--- config.mk ---
export PLATFORM = sky130hd
export DESIGN_NAME = led_timed_blink_controller
export DESIGN_NICKNAME = d
export VERILOG_FILES = /design/src/hw/rtl/lbt_pkg.sv /design/src/hw/rtl/lbt_cell.sv /design/src/hw/rtl/lbt_update.sv /design/src/hw/rtl/led_timed_blink_controller.sv
export SDC_FILE = /design/constraint.sdc
export NUM_CORES = 2
export LEC_CHECK = 0
export BUFFER_PORTS_ARGS = -buffer_cell sky130_fd_sc_hd__buf_2
export CORE_MARGIN = 4
export CORE_UTILIZATION = 24
export DETAILED_ROUTE_END_ITERATION = 8
export PLACE_DENSITY = 0.39
export SYNTH_ARGS = -nofsm -noshare
export SYNTH_HDL_FRONTEND = slang
export SYNTH_HIERARCHICAL = 1
export SYNTH_SLANG_ARGS = --single-unit
--- constraint.sdc ---
create_clock -name clk -period 3.9 [get_ports clk]
set_input_delay 0.585 -clock clk [delete_from_list [all_inputs] [get_ports clk]]
set_output_delay 0.585 -clock clk [all_outputs]
set_load 0.01 [all_outputs]
--- src/hw/rtl/lbt_pkg.sv ---
// Shared types and constants for the LED blink timer.
package lbt_pkg;

  typedef enum logic [1:0] {
    MODE_TICK    = 2'd0,
    MODE_SET     = 2'd1,
    MODE_CLEAR   = 2'd2,
    MODE_PATTERN = 2'd3
  } mode_t;

  typedef enum logic [1:0] {
    ST_IDLE,
    ST_RUN,
    ST_DONE
  } state_t;

  // Timer entry of one LED.
  typedef struct packed {
    logic        lit;
    logic        blink;
    logic [31:0] off_dl;
    logic [31:0] on_dl;
    logic [23:0] period;
  } led_entry_t;

  // Command word held while the chain makes one full turn.
  typedef struct packed {
    mode_t       mode;
    logic [2:0]  led_index;
    logic        all_leds;
    logic [23:0] duration_ms;
    logic        blink_enable;
  } cmd_t;

  localparam int unsigned LevelW       = 8;
  localparam logic [15:0] StaggerReset = 16'd150;

endpackage

--- src/hw/rtl/lbt_cell.sv ---
// One storage cell of the rotating LED entry chain.
module lbt_cell (
  input  logic               clk,
  input  logic               rst_n,
  input  logic               shift_en,
  input  lbt_pkg::led_entry_t entry_in,
  output lbt_pkg::led_entry_t entry_out
);
  import lbt_pkg::*;

  led_entry_t entry_r;
  led_entry_t entry_nxt;

  always_comb begin
    entry_nxt = entry_r;
    if (shift_en) begin
      entry_nxt = entry_in;
    end
  end

  always_ff @(posedge clk) begin
    if (!rst_n) begin
      entry_r <= '0;
    end else begin
      entry_r <= entry_nxt;
    end
  end

  assign entry_out = entry_r;

endmodule

--- src/hw/rtl/lbt_update.sv ---
// Applies the current command to the LED entry leaving the head of the chain.
module lbt_update #(
  parameter int unsigned STEP_W = 3
) (
  input  lbt_pkg::cmd_t       cmd,
  input  logic [31:0]         now_ms,
  input  logic [31:0]         offset_ms,
  input  logic [STEP_W-1:0]   step,
  input  lbt_pkg::led_entry_t entry_in,
  output lbt_pkg::led_entry_t entry_out
);
  import lbt_pkg::*;

  logic        hit;
  logic [31:0] period_ext;
  logic [31:0] dur_ext;

  // The step is always below the LED count, so a match also bounds the index.
  assign hit        = (32'(cmd.led_index) == 32'(step));
  assign period_ext = 32'(entry_in.period);
  assign dur_ext    = 32'(cmd.duration_ms);

  always_comb begin
    entry_out = entry_in;
    case (cmd.mode)
      MODE_TICK: begin
        if (!entry_in.blink) begin
          if (now_ms > entry_in.off_dl) begin
            entry_out.lit = 1'b0;
          end
        end else if (entry_in.lit && (now_ms > entry_in.off_dl)) begin
          entry_out.lit   = 1'b0;
          entry_out.on_dl = now_ms + period_ext;
        end else if (!entry_in.lit && (now_ms > entry_in.on_dl)) begin
          entry_out.lit    = 1'b1;
          entry_out.off_dl = now_ms + period_ext;
        end
      end
      MODE_SET: begin
        if (cmd.all_leds || hit) begin
          entry_out.lit    = 1'b1;
          entry_out.off_dl = now_ms + dur_ext;
          entry_out.blink  = cmd.blink_enable;
          entry_out.period = cmd.blink_enable ? cmd.duration_ms : 24'd0;
        end
      end
      MODE_CLEAR: begin
        if (hit) begin
          entry_out.lit    = 1'b0;
          entry_out.off_dl = '0;
          entry_out.blink  = 1'b0;
        end
      end
      MODE_PATTERN: begin
        entry_out.lit    = 1'b0;
        entry_out.blink  = 1'b1;
        entry_out.period = cmd.duration_ms;
        entry_out.on_dl  = now_ms + offset_ms;
      end
      default: begin
        entry_out = entry_in;
      end
    endcase
  end

endmodule

--- src/hw/rtl/led_timed_blink_controller.sv ---
// Top level of the multi-LED blink timer.
// A command word is taken only while the block is idle, and the block takes
// no new word until it is through with the last one. The LED entries sit in
// a ring of NUM_LEDS cells that rotates one place per cycle while a command
// runs, and a single update stage at the head of the ring applies the command
// to each entry as it passes, so every word makes one full turn of the ring.
// After the turn, the finishing state moves the pin levels into the output
// register and the block returns to idle to take the next word. While an
// earlier result word is stalled at the output, the block waits after its
// turn until that word leaves. Every command returns one result word with the
// current pin levels; these change only on a tick. The stagger register can
// only be written while the block is idle; cfg_ready is low otherwise.
module led_timed_blink_controller #(
  parameter int unsigned NUM_LEDS = 8
) (
  input  logic        clk,
  input  logic        rst_n,
  input  logic        in_valid,
  output logic        in_stall,
  input  logic [1:0]  in_mode,
  input  logic [2:0]  in_led_index,
  input  logic        in_all_leds,
  input  logic [23:0] in_duration_ms,
  input  logic        in_blink_enable,
  output logic        out_valid,
  input  logic        out_stall,
  output logic [7:0]  out_led_levels,
  input  logic        cfg_valid,
  output logic        cfg_ready,
  input  logic [15:0] cfg_stagger_step_ms
);
  import lbt_pkg::*;

  localparam int unsigned StepW = (NUM_LEDS > 1) ? $clog2(NUM_LEDS) : 1;
  localparam logic [StepW-1:0] LastStep = StepW'(NUM_LEDS - 1);

  state_t             state_r, state_nxt;
  cmd_t               cmd_r, cmd_nxt;
  logic [StepW-1:0]   step_r, step_nxt;
  logic [31:0]        now_r, now_nxt;
  logic [31:0]        offset_r, offset_nxt;
  logic [15:0]        stagger_r, stagger_nxt;
  logic [LevelW-1:0]  lv_r, lv_nxt;
  logic [LevelW-1:0]  pin_r, pin_nxt;
  logic [LevelW-1:0]  out_lv_r, out_lv_nxt;
  logic               out_valid_r, out_valid_nxt;
  logic               shift_en;
  logic               in_take;
  logic [31:0]        step_ext;

  led_entry_t         cell_q [NUM_LEDS];
  led_entry_t         head_upd;

  // Ring of cells: each cell takes its upper neighbor, the last takes the
  // updated head entry.
  for (genvar k = 0; k < NUM_LEDS; k++) begin : g_cell
    led_entry_t cell_d;
    if (k == NUM_LEDS - 1) begin : g_tail
      assign cell_d = head_upd;
    end else begin : g_mid
      assign cell_d = cell_q[k+1];
    end
    lbt_cell u_cell (
      .clk      (clk),
      .rst_n    (rst_n),
      .shift_en (shift_en),
      .entry_in (cell_d),
      .entry_out(cell_q[k])
    );
  end

  lbt_update #(
    .STEP_W(StepW)
  ) u_update (
    .cmd      (cmd_r),
    .now_ms   (now_r),
    .offset_ms(offset_r),
    .step     (step_r),
    .entry_in (cell_q[0]),
    .entry_out(head_upd)
  );

  assign in_take  = in_valid && !in_stall;
  assign step_ext = 32'(step_r);

  always_comb begin
    state_nxt     = state_r;
    cmd_nxt       = cmd_r;
    step_nxt      = step_r;
    now_nxt       = now_r;
    offset_nxt    = offset_r;
    stagger_nxt   = stagger_r;
    lv_nxt        = lv_r;
    pin_nxt       = pin_r;
    out_lv_nxt    = out_lv_r;
    out_valid_nxt = out_valid_r && out_stall;
    shift_en      = 1'b0;
    in_stall      = (state_r != ST_IDLE);

    if (cfg_valid && cfg_ready) begin
      stagger_nxt = cfg_stagger_step_ms;
    end

    case (state_r)
      ST_IDLE: begin
        if (in_valid) begin
          cmd_nxt.mode         = mode_t'(in_mode);
          cmd_nxt.led_index    = in_led_index;
          cmd_nxt.all_leds     = in_all_leds;
          cmd_nxt.duration_ms  = in_duration_ms;
          cmd_nxt.blink_enable = in_blink_enable;
          step_nxt   = '0;
          offset_nxt = '0;
          lv_nxt     = '0;
          if (mode_t'(in_mode) == MODE_TICK) begin
            now_nxt = now_r + 32'd1;
          end
          state_nxt = ST_RUN;
        end
      end
      ST_RUN: begin
        shift_en   = 1'b1;
        offset_nxt = offset_r + 32'(stagger_r);
        if (step_ext < 32'(LevelW)) begin
          lv_nxt[step_ext[2:0]] = head_upd.lit;
        end
        if (step_r == LastStep) begin
          step_nxt = '0;
          if (cmd_r.mode == MODE_TICK) begin
            pin_nxt = lv_nxt;
          end
          state_nxt = ST_DONE;
        end else begin
          step_nxt = step_r + StepW'(1);
        end
      end
      ST_DONE: begin
        if (!out_valid_r || !out_stall) begin
          out_lv_nxt    = pin_r;
          out_valid_nxt = 1'b1;
          state_nxt     = ST_IDLE;
        end
      end
      default: begin
        state_nxt = ST_IDLE;
      end
    endcase
  end

  always_ff @(posedge clk) begin
    if (!rst_n) begin
      state_r <= ST_IDLE;
    end else begin
      state_r <= state_nxt;
    end
  end

  always_ff @(posedge clk) begin
    if (!rst_n) begin
      step_r      <= '0;
      now_r       <= '0;
      stagger_r   <= StaggerReset;
      pin_r       <= '0;
      out_valid_r <= 1'b0;
    end else begin
      step_r      <= step_nxt;
      now_r       <= now_nxt;
      stagger_r   <= stagger_nxt;
      pin_r       <= pin_nxt;
      out_valid_r <= out_valid_nxt;
    end
  end

  always_ff @(posedge clk) begin
    cmd_r    <= cmd_nxt;
    offset_r <= offset_nxt;
    lv_r     <= lv_nxt;
    out_lv_r <= out_lv_nxt;
  end

  // A stagger change in the middle of a pattern turn would split the offsets.
  assign cfg_ready      = (state_r == ST_IDLE);
  assign out_valid      = out_valid_r;
  assign out_led_levels = out_lv_r;

  // The ring must be back in index order whenever a new word can enter.
  a_ring_aligned: assert property (@(posedge clk) disable iff (!rst_n)
    (state_r == ST_IDLE) |-> (step_r == '0))
    else $error("LED ring not aligned while idle");

  // A result only appears once a full turn of the ring has finished.
  a_result_after_turn: assert property (@(posedge clk) disable iff (!rst_n)
    $rose(out_valid_r) |-> $past(state_r == ST_DONE))
    else $error("result word raised outside the finishing state");

  // The millisecond clock only moves after an accepted tick.
  a_clock_on_tick: assert property (@(posedge clk) disable iff (!rst_n)
    ($past(rst_n) && !$stable(now_r)) |->
      $past(in_take && (mode_t'(in_mode) == MODE_TICK)))
    else $error("millisecond clock moved without a tick");

  // Pin levels change only at the end of a tick.
  a_pins_on_tick: assert property (@(posedge clk) disable iff (!rst_n)
    ($past(rst_n) && !$stable(pin_r)) |-> $past(cmd_r.mode == MODE_TICK))
    else $error("pin levels changed outside a tick");

endmodule
==> flow_summary_export.csv <==
group,metric,value,unit
run_status,outcome,"finished clean",
run,cap_violations,0,
power_and_ir_drop,p_comb_share,8.4,%
cells_and_area,regArea,18000,um^2
die,dieArea,182000,um^2
cells_and_area,area_growth_syn_to_layout,15.4,%
setup_path,critPathArrivalTime,4.37,ns
clocking,clockBufferDepth,3,
die,std_cell_rows,153,
place,post-dp-hpwl,81.4,mm
synthesis,synth_edf_count,79,
detailed_routing,drt_iter0_markers,1618,
setup_path,critPathLaunchType,"flip-flop",
synthesis,ys_warn_count,6,
die,coreArea,174000,um^2
power_and_ir_drop,ir_drop,326,uV
clocking,h-tree-depth,3,
synthesis,ys_types,93,
clocking,clk_pin_slew,0.07,ns
min_path,min_to,"cmd_r[3]$_DFFE_PP_",
detailed_routing,wl_per_cell,17.5,um
detailed_routing,num_vias,28695,
setup_path,critPathCaptureType,"flip-flop",
detailed_routing,ant_nets,0,
synthesis,postSynthAreaPerCell,10.3,um^2
detailed_routing,drt-pass1-iter-count,7,
timing,final-max-slew-violation-count,0,
synthesis,synth_nets,4298,
die,initial_core_util,24.2,%
synthesis,async_flop_share,0,%
global_route,track_usage,12.5,%
detailed_routing,remaining_drc_errors,0,
power_and_ir_drop,p_leak,17.7,nW
timing,period_share,97.2,%
power_and_ir_drop,power.switching,5.02,mW
synthesis,yosysSeqAreaShare,42.9,%
setup_path,regToRegSetupSlack,0.11,ns
power_and_ir_drop,p_per_area,421,nW/um^2
clocking,cts_made_buffers,98,
setup_path,worst_r2r_path_depth,15,
clocking,worstSkewPairLatency,0.72,ns
clocking,cts_tree,"done",
timing,rsz0062_at_grt,"false",
timing,relSlewSlack,29.5,%
clocking,root_buffer,"clkbuf_16",
timing,fmax,264,MHz
cells_and_area,multi_input_comb_area,21900,um^2
cells_and_area,num-nets-final,4406,
global_route,first_global_vias,28179,
global_route,antenna_found_initial,4,
setup_path,worstPathMaxFanout,26,
cells_and_area,fillers,18327,
global_route,grt_pass1_wl,178,mm
synthesis,synth_seq_cells,861,
power_and_ir_drop,power_frac_clock,46.6,%
synthesis,syn_inst,4076,
setup_path,slowest_delay,0.51,ns
synthesis,yosysTopAreaCell,"dfxtp_1",
cells_and_area,final_util,27.9,%
die,boundaryPins,63,
setup_path,worstPathCellList,"buf_4 -> ha_1 -> nand3_1 -> or4_1 -> a21oi_1 -> nor3b_1 -> o22ai_1 -> a21oi_1 -> or2_1 -> buf_12 -> a22oi_1 -> o21ai_0 -> buf_4 -> mux2i_1 -> nor2b_1",
die,die_w,426,um
synthesis,synthTopCellsByArea,"dfxtp_1 37%, mux2i_1 17%, nor2b_1 11%",
detailed_routing,routed_via_density,4.35,
min_path,min-delay-start,"in_duration_ms[2]",
setup_path,worst_path_max_delay_cell,"or4_1",
setup_path,worstPathRequired,4.48,ns
timing,hold_viol_final,0,
place,io_buffers,62,
clocking,clkSinkCount,861,
power_and_ir_drop,power.internal,15.4,mW
timing,finalCriticalPeriod,3.79,ns
power_and_ir_drop,seqPwrFrac,45.0,%
detailed_routing,routed_wl,116,mm
timing,fin_worst_skew,0.0336,ns
die,die_y,426,um
min_path,whs_path_depth,1,
timing,setup_viol,0,
setup_path,cp.buffers_inverters,3,
timing,worst_pin_slew,1.06,ns
global_route,grt_overflow,0,
setup_path,crit_family,"compound AO/OA/AOI/OAI gates",
setup_path,crit-reg2reg-launch,"now_r[12]$_SDFFE_PN0P_",
synthesis,synthesis.area,42000,um^2
synthesis,synth_flop_cell,"dfxtp_1",
synthesis,synth.top_cell.area_share,37.3,%
place,routabilityCongestion,0.843,
cells_and_area,drive_gt1_share,10.2,%
setup_path,crit_type,"reg2reg",
power_and_ir_drop,netSwitchingFraction,24.6,%
global_route,grt_max_degree,131,
setup_path,r2r-end,"g_cell[7].u_cell/entry_out[78]$_SDFFE_PN0P_",
min_path,worstHoldPathType,"in2reg",
clocking,cts_setup_buffers,0,
timing,fin_setup_tns,0,ns
==> state kept, by name, summed over array words and instances, names as in the netlist <==
name and count:
cmd_r 31, state_r 2, pin_r 8, stagger_r 16
now_r 32, offset_r 32, lv_r 8, out_led_levels 8
step_r 3, g_cell.u_cell/entry_out 720, out_valid 1
==> Yosys cell counts, types with 6 or more instances <==
library cell  count
dfxtp_1         782
nor2b_1         740
mux2i_1         732
ha_1            166
nand2_1         165
o21ai_0         136
clkbuf_1        130
a21oi_1         121
nor2_1          103
inv_1            97
a22oi_1          81
edfxtp_1         79
buf_8            72
xnor2_1          70
nand3_1          54
xor2_1           44
a21o_1           41
nor3_1           38
and2_1           36
nand4_1          26
a21boi_0         25
a211oi_1         20
or3_1            20
o211ai_1         17
o21a_1           17
a221o_1          16
and3_1           15
nand2b_1         15
o21bai_1         13
o221ai_1         12
a31oi_1          11
buf_6             9
o211a_1           9
o31ai_1           9
and4_1            8
clkbuf_2          8
nor3b_1           8
nor3_2            7
a211o_1           6
a221oi_1          6
buf_1             6
or2_2             6
or4_1             6
==> how the worst max path moves through the flow <==
stage                                 startpoint  depth (start not counted)                                           to
after global placement     now_r[1]$_SDFFE_PN0P_                         16  g_cell[7].u_cell/entry_out[40]$_SDFFE_PN0P_
after CTS                  now_r[0]$_SDFFE_PN0P_                         14  g_cell[7].u_cell/entry_out[82]$_SDFFE_PN0P_
after floorplan            now_r[1]$_SDFFE_PN0P_                         12  g_cell[7].u_cell/entry_out[53]$_SDFFE_PN0P_
final                     now_r[12]$_SDFFE_PN0P_                         15  g_cell[7].u_cell/entry_out[78]$_SDFFE_PN0P_
after detailed placement   now_r[1]$_SDFFE_PN0P_                         16  g_cell[7].u_cell/entry_out[40]$_SDFFE_PN0P_
after global routing       now_r[0]$_SDFFE_PN0P_                         14  g_cell[7].u_cell/entry_out[76]$_SDFFE_PN0P_
==> placed cells by master, fill, tap and decap left out, drive strengths merged, types with 11 or more instances in the layout <==
cell type and n:
a211oi 22, a21boi 28, a21o 42, a21oi 121, a221o 16, a22oi 81, a31oi 11, and2 37
and3 16, buf 223, clkbuf 140, clkinv 28, dfxtp 782, dlygate4sd3 15, edfxtp 79, ha 166
inv 102, mux2i 732, nand2 166, nand2b 15, nand3 54, nand4 28, nor2 104, nor2b 740
nor3 46, o211ai 17, o21a 17, o21ai 139, o21bai 13, o221ai 12, or3 23, xnor2 70
xor2 44
==> power by group through the flow <==
| stage | registers (mW) | clock network, mW | logic (mW) |
|---|---|---|---|
| 3_5_place_dp | 9.39 | 0 | 1.72 |
| 6_report | 9.19 | 9.52 | 1.71 |
| 5_1_grt | 9.20 | 10.3 | 1.85 |
| 2_1_floorplan | 9.30 | 0 | 1.39 |
| 4_1_cts | 9.20 | 9.97 | 1.74 |
| 3_3_place_gp | 9.39 | 0 | 1.72 |
==> through the flow <==
| step | instance area [um^2] | setup slack [ns] | instances | hold slack (ns) | power, mW |
|---|---|---|---|---|---|
| detailed placement | 45000 | 0.151 | 6394 | 0.431 | 11.1 |
| floorplan | 42000 | 0.813 | 4076 | 0.409 | 10.7 |
| global route | 48500 | 0.0182 | 6591 | 0.0339 | 21.4 |
| CTS | 48500 | 0.0983 | 6590 | 0.000396 | 20.9 |
| global placement | 45000 | 0.144 | 6394 | 0.439 | 11.1 |
| finish | 48500 | 0.111 | 6592 | 0.0838 | 20.4 |
==> cell families after synthesis <==
| kind of cell | after synthesis | share of synthesized area, % |
|---|---|---|
| and+or+nand+nor | 1272 | 17.4 |
| buffers and inverters | 328 | 5.06 |
| AOI/OAI and AO/OA | 596 | 9.65 |
| muxes | 735 | 17.5 |
| DFF | 861 | 42.9 |
| adders and majority gates | 170 | 5.13 |
| xor gates and xnor gates | 114 | 2.38 |
==> layer usage <==
metal	vias up	track usage (%)	part of all wire (%)
met5	-	0	0
met4	0	4.03	2.7
met3	138	1.65	3.0
met2	373	19.8	44
met1	13618	17.6	50
li1	14566	-	-
==> repair_timing <==
| action | 4_1_cts | 5_1_grt |
|---|---|---|
| hold buffers | 15 | 0 |
| setup endpoints to repair | 0 | 9 |
| resized for setup | 0 | 4 |
| endpoints found under the hold margin | 15 | 0 |
==> area by class of cell <==
type | count | area share [%]
diodes | 2 | 0.0103
multi-input cells | 2887 | 45.2
inverters | 98 | 0.774
clock buffers | 140 | 5.98
well taps | 2325 | 6.00
flip-flops and latches | 861 | 37.2
clock inverters | 41 | 0.880
repair buffers | 238 | 3.98
Power figures use the tool's default switching activity.
